--- src/hw/rtl/tle_isqrt.sv ---
// digit-serial integer square root, one root bit per cycle
// radicand shifts out two bits a cycle; depends on nothing else
`default_nettype none

module tle_isqrt #(
    parameter int RAD_W = 49
) (
    input  wire logic                     i_clk,
    input  wire logic                     i_rst_n,
    input  wire logic                     i_start,
    input  wire logic [RAD_W-1:0]         i_radicand,
    output logic                          o_done,
    output logic      [(RAD_W+1)/2-1:0]   o_root
);

    localparam int ROOT_W = (RAD_W + 1) / 2;
    localparam int PAD_W  = 2 * ROOT_W;
    localparam int REM_W  = ROOT_W + 2;
    localparam int CNT_W  = $clog2(ROOT_W);

    logic              r_busy, n_busy;
    logic              r_done, n_done;
    logic [CNT_W-1:0]  r_cnt, n_cnt;
    logic [PAD_W-1:0]  r_rad, n_rad;
    logic [REM_W-1:0]  r_rem, n_rem;
    logic [ROOT_W-1:0] r_root, n_root;

    logic [REM_W-1:0]  w_rem_sh;
    logic [REM_W-1:0]  w_trial;

    // bring down the next radicand digit and form the trial subtrahend
    assign w_rem_sh = {r_rem[REM_W-3:0], r_rad[PAD_W-1 -: 2]};
    assign w_trial  = {r_root, 2'b01};

    // one restoring step per cycle
    always_comb begin
        n_busy = r_busy;
        n_done = 1'b0;
        n_cnt  = r_cnt;
        n_rad  = r_rad;
        n_rem  = r_rem;
        n_root = r_root;
        if (i_start) begin
            n_busy = 1'b1;
            n_cnt  = CNT_W'(ROOT_W - 1);
            n_rad  = PAD_W'(i_radicand);
            n_rem  = '0;
            n_root = '0;
        end else if (r_busy) begin
            n_rad = r_rad << 2;
            if (w_rem_sh >= w_trial) begin
                n_rem  = w_rem_sh - w_trial;
                n_root = {r_root[ROOT_W-2:0], 1'b1};
            end else begin
                n_rem  = w_rem_sh;
                n_root = {r_root[ROOT_W-2:0], 1'b0};
            end
            n_cnt = r_cnt - 1'b1;
            if (r_cnt == '0) begin
                n_busy = 1'b0;
                n_done = 1'b1;
            end
        end
    end

    // control state
    always_ff @(posedge i_clk) begin
        if (!i_rst_n) begin
            r_busy <= 1'b0;
            r_done <= 1'b0;
        end else begin
            r_busy <= n_busy;
            r_done <= n_done;
        end
    end

    // datapath
    always_ff @(posedge i_clk) begin
        r_cnt  <= n_cnt;
        r_rad  <= n_rad;
        r_rem  <= n_rem;
        r_root <= n_root;
    end

    assign o_done = r_done;
    assign o_root = r_root;

endmodule

`default_nettype wire

--- config.mk ---
export PLATFORM = sky130hd
export DESIGN_NAME = tle_isqrt
export DESIGN_NICKNAME = d
export VERILOG_FILES = /design/src/hw/rtl/tle_isqrt.sv
export SDC_FILE = /design/constraint.sdc
export NUM_CORES = 1
export LEC_CHECK = 0
export BUFFER_PORTS_ARGS = -buffer_cell sky130_fd_sc_hd__buf_2
export CORE_MARGIN = 1.5
export CORE_UTILIZATION = 45
export DETAILED_ROUTE_END_ITERATION = 7
export PLACE_DENSITY = 0.69
export SKIP_CTS_REPAIR_TIMING = 1
export SYNTH_ARGS = -nofsm -noshare
export SYNTH_HDL_FRONTEND = slang
export SYNTH_SLANG_ARGS = --single-unit
--- constraint.sdc ---
create_clock -name i_clk -period 3.6 [get_ports i_clk]
set_input_delay 0.54 -clock i_clk [delete_from_list [all_inputs] [get_ports i_clk]]
set_output_delay 0.54 -clock i_clk [all_outputs]
set_load 0.005 [all_outputs]
Yosys cells after proc, flatten, opt, wreduce, memory -nomap -nowiden

Cells that the tools add are included.

Bits in read-only memories: 0
Latch bits: 0
Flip-flop bits (word level): 107
Memories kept: 0
RAM bits: 0

Magnitude comparators: 1
Multipliers: 0
Div/mod/pow operators: 0
Shift operators: 0
Reduce and logical (&&, ||, !) cells: 3
Bitwise logic cells: 2
Eq/ne operators: 0
Add/subtract/negate cells: 2
Muxes and demuxes: 8

Operators with widths:

| kind                                                                | count |
|---|---|
| 49-bit 2-to-1 mux                                                   | 2 |
| 27-bit >= comparator                                                | 1 |
| 25-bit 2-to-1 mux                                                   | 1 |
| 25-bit subtractor                                                   | 1 |
| 5-bit zero test                                                     | 1 |
| 1-bit 2-to-1 mux                                                    | 5 |
| 5-bit by 1-bit subtractor with 5-bit output (second input constant) | 1 |
| 3-bit OR reduction                                                  | 1 |
| 1-bit inverter                                                      | 2 |
| 2-bit nonzero test                                                  | 1 |

Logic depth before layout (Yosys ltp)

Depth in word-level cells: 4
Mapped depth: 13
Gate-level depth less buffers: 10

Worst setup path after synthesis

No wires, ideal clock.

Path type: register -> register
Start: reg r_root[15] (netlist: o_root[15])
End: reg r_rem[6]
Stages on the path, launching flop included: 14
Data arrival time: 2581 ps
Path slack: 931 ps
Path buffers: 3
Cell sequence: dfxtp_1 -> inv_1 -> ha_1 -> buf_2 -> nand4_1 -> or3_1 -> nor4_1 -> a31oi_1 -> o21ai_2 -> a31o_1 -> buf_6 -> buf_12 -> o311ai_4 -> a311oi_2

Word-level cells in the longest chain between the ends: 2

RTL lines:

| item                     | RTL line | source |
|---|---|---|
| start: declaration       | 26       | `logic [ROOT_W-1:0] r_root, n_root;` |
| start signal: assignment | 82       | `r_root <= n_root;` |
| 27-bit >= comparator     | 51       | `if (w_rem_sh >= w_trial) begin` |
| 25-bit 2-to-1 mux        | 51       |  |
| end signal: assignment   | 81       | `r_rem <= n_rem;` |
| end: declaration         | 25       | `logic [REM_W-1:0] r_rem, n_rem;` |

No other way between the ends.
A chain may end at the register's enable or synchronous reset.

Worst setup path after layout

Ends and elaborated chain as after synthesis.

==> metrics.cfg <==
[clocking]
root_buffer = clkbuf_16
clkTransAtPathRegs_ns = 0.07
numCtsBuffers = 9
clk_latency_ns = 0.36
cts.sinks = 107
cts_max_level = 3
cts_tree = yes
cts.path.max_buffers = 2

[logic_synthesis]
synth_cell_types = 56
yosysTopAreaCell = edfxtp_1
synth_fa_ha_area_share_pct = 6.112
yosysMostFrequentCell = nor2_1
synth.area.top_cells = edfxtp_1 26%, dfxtp_1 20%, mux2_2 9.2%
synth_compound_area_share_pct = 13.62
syn-num-nets = 633
synth_edf_count = 49
synth_commonest_cells = 59 x nor2_1, 58 x dfxtp_1, 49 x edfxtp_1
synthDominantCellAreaShare_pct = 25.67
synth_top_family_by_area = multiplexers
synthArstFlopShare_pct = 0
synth_mux_area_share_pct = 14.65
netlist_area_mm2 = 0.005732
yosys_warnings = 0
synth_xor_xnor_area_share_pct = 3.820
avgSynthCellArea_um2 = 10.36
syn-instance-count = 553
ys_seq_area_share_pct = 45.93
synth-simple-area-share_pct = 10.98
ys_ff_latch = 107
synth-main-ff-cell = dfxtp_1

[layout]
syn_to_final_growth_pct = 13.84
n_antenna_cell = 0
layout-drive-gt1-share_pct = 25.48
layout.cells.non_filler = 796
final_net_count = 699
fillers = 1190

[grt]
grt_max_degree = 74
grt-ovfl-total = 0
antenna_found_initial = 0
grt_pass1_vias = 4145
grt_pass1_wl_um = 19710
grtUsageTotal_pct = 18.72

[worst_setup_path]
startpoint_type = flip-flop
path_max_fanout = 9
worstSetupPathType = flip-flop to flip-flop
crit_path_end_kind = flip-flop
crit_arrival_ns = 3.40
required_ns = 3.88

[pwr]
pwr_density_cell_mw_per_mm2 = 805.3
leakage_nw = 2.652
p_sw_w = 0.002138
pwr-share-seq_pct = 30.1
p_comb_share_pct = 51.7
pwr-share-clk_pct = 18.2
p_int_w = 0.003117
vdd_drop_max_mv = 0.5550
netSwitchingFraction_pct = 40.69

[outcome]
status = completed

[run]
drv_cap = 0

[routing]
wire_per_inst_um = 14.71
drtIter0Drc = 209
first_pass_iters = 4
postRouteAntennaNets = 0
vias = 4217
drt_wl_total_um = 11710
via_per_inst = 5.298
route.detailed.drc = 0

[timing]
fin_worst_skew_ns = 0.007207
report.final.slew_viol_count = 0
fmax_ghz = 0.3200
finalCriticalPeriod_ns = 3.125
tightestPinTransition_ns = 0.9962
finalSetupTns_ns = 0
setup_viol = 0
slew_headroom_pct = 33.49
min_period_over_period_pct = 86.80
rsz0062_at_grt = false
finalHoldViolations = 0

[hold_path]
hp-class = input pin to flip-flop

[floorplanning]
rows = 41
fp.coreArea_mm2 = 0.01252
die_w_um = 115.9
io_pins = 78
die_y_um = 115.9
dieArea_mm2 = 0.01342
start_util_pct = 45.79

[place]
dp_cells = 780
hpwl_um = 8217
gp_congestion = 0.9319
io_buffers = 77

-- final timing paths --
kind,startpoint,to,slack (ns),depth (start not counted)
setup reg to reg,o_root[15]$_SDFFE_PP0P_,r_rem[6]$_SDFFE_PP0P_,0.48,11
hold reg to reg,r_rem[23]$_SDFFE_PP0P_,r_rem[23]$_SDFFE_PP0P_,0.47,2
setup / recovery,o_root[15]$_SDFFE_PP0P_,r_rem[6]$_SDFFE_PP0P_,0.48,11
hold / removal,i_rst_n,r_busy$_SDFF_PN0_,0.42,3
-- cells by family (layout without fill, tap and decap cells) --
kind of cell    Yosys count  in the layout
compound gates          108            108
simple gates            142            142
buf+inv                  65            136
xor+xnor                 25             25
mux                      78             78
fa+ha+maj                28             28
flops                   107            107
-- cell usage in the layout, fill, tap and decap left out, types with 3 or more instances in the layout --
| master | netlist | routed |
|---|---|---|
| a31o_2 | 3 | 3 |
| clkbuf_16 | 0 | 9 |
| a21o_1 | 12 | 12 |
| inv_1 | 37 | 36 |
| o21bai_1 | 4 | 4 |
| nand4_1 | 5 | 5 |
| buf_2 | 1 | 76 |
| o31ai_1 | 5 | 5 |
| edfxtp_1 | 49 | 49 |
| nand3_1 | 7 | 7 |
| nand2b_1 | 3 | 3 |
| a21oi_1 | 24 | 24 |
| ha_1 | 28 | 28 |
| nand2_1 | 44 | 44 |
| o21a_1 | 4 | 4 |
| nor2_1 | 59 | 59 |
| and3_1 | 3 | 3 |
| xor2_1 | 9 | 9 |
| o21ai_0 | 15 | 15 |
| mux2_2 | 47 | 47 |
| a211oi_1 | 7 | 7 |
| xnor2_1 | 16 | 16 |
| dfxtp_1 | 58 | 57 |
| nor3_1 | 4 | 4 |
| mux2i_1 | 31 | 31 |
| buf_4 | 1 | 7 |
| a31oi_1 | 3 | 3 |
| and2_1 | 4 | 4 |
| a311oi_1 | 8 | 8 |
-- layout make-up --
class	instances	area [um2]	share of cell area (%)
multi-input combinational	381	2819	43.20
sequential	107	2634	40.36
timing repair buffer	83	432.9	6.635
clock buffer	9	225.2	3.452
tap	172	215.2	3.298
inverter	37	138.9	2.128
clock inverter	7	60.06	0.9204
-- state kept, by name, indices dropped and copies added, names as in the netlist --
register and flops:
o_root 25, o_done 1, r_busy 1, r_rem 25
r_cnt 5, r_rad 50
-- power by group through the flow --
stage	Combinational (W)	Clock [W]	Sequential (W)
global placement	0.00263	0	0.00160
CTS	0.00269	0.000982	0.00158
detailed placement	0.00267	0	0.00161
finish	0.00272	0.000956	0.00158
global route	0.00298	0.00103	0.00160
floorplan	0.00230	0	0.00156
-- metrics by stage --
step,utilization (%),total power (W),area (um2),hold slack [ns],setup WS [ns]
after floorplan,-,0.003856,5732,0.4291,0.9312
after global placement,49.85,0.004226,6240,0.4665,0.6119
after detailed placement,49.85,0.004276,6240,0.4676,0.5331
after CTS,52.13,0.005256,6525,0.4121,0.5071
after global routing,52.13,0.005615,6525,0.4439,0.1655
final,52.13,0.005255,6525,0.4225,0.4752
-- worst max-delay path, cell delays in order, from the launching register on --
cell and delay (ns):
dfxtp_1 0.37, inv_1 0.06, ha_1 0.42, nand4_1 0.15, or3_1 0.42, nor4_1 0.29, a31oi_1 0.15, o21ai_2 0.21
a31o_1 0.34, buf_4 0.26, o311ai_4 0.11, a311oi_2 0.27
-- metal layers --
| metal | GRT usage (%) | routed length, um |
|---|---|---|
| met1 | 23.97 | 5337 |
| met2 | 29.61 | 5441 |
| met3 | 5.282 | 648 |
| met4 | 8.211 | 282 |
| met5 | 0 | 0 |
Power figures use the tool's default switching activity.
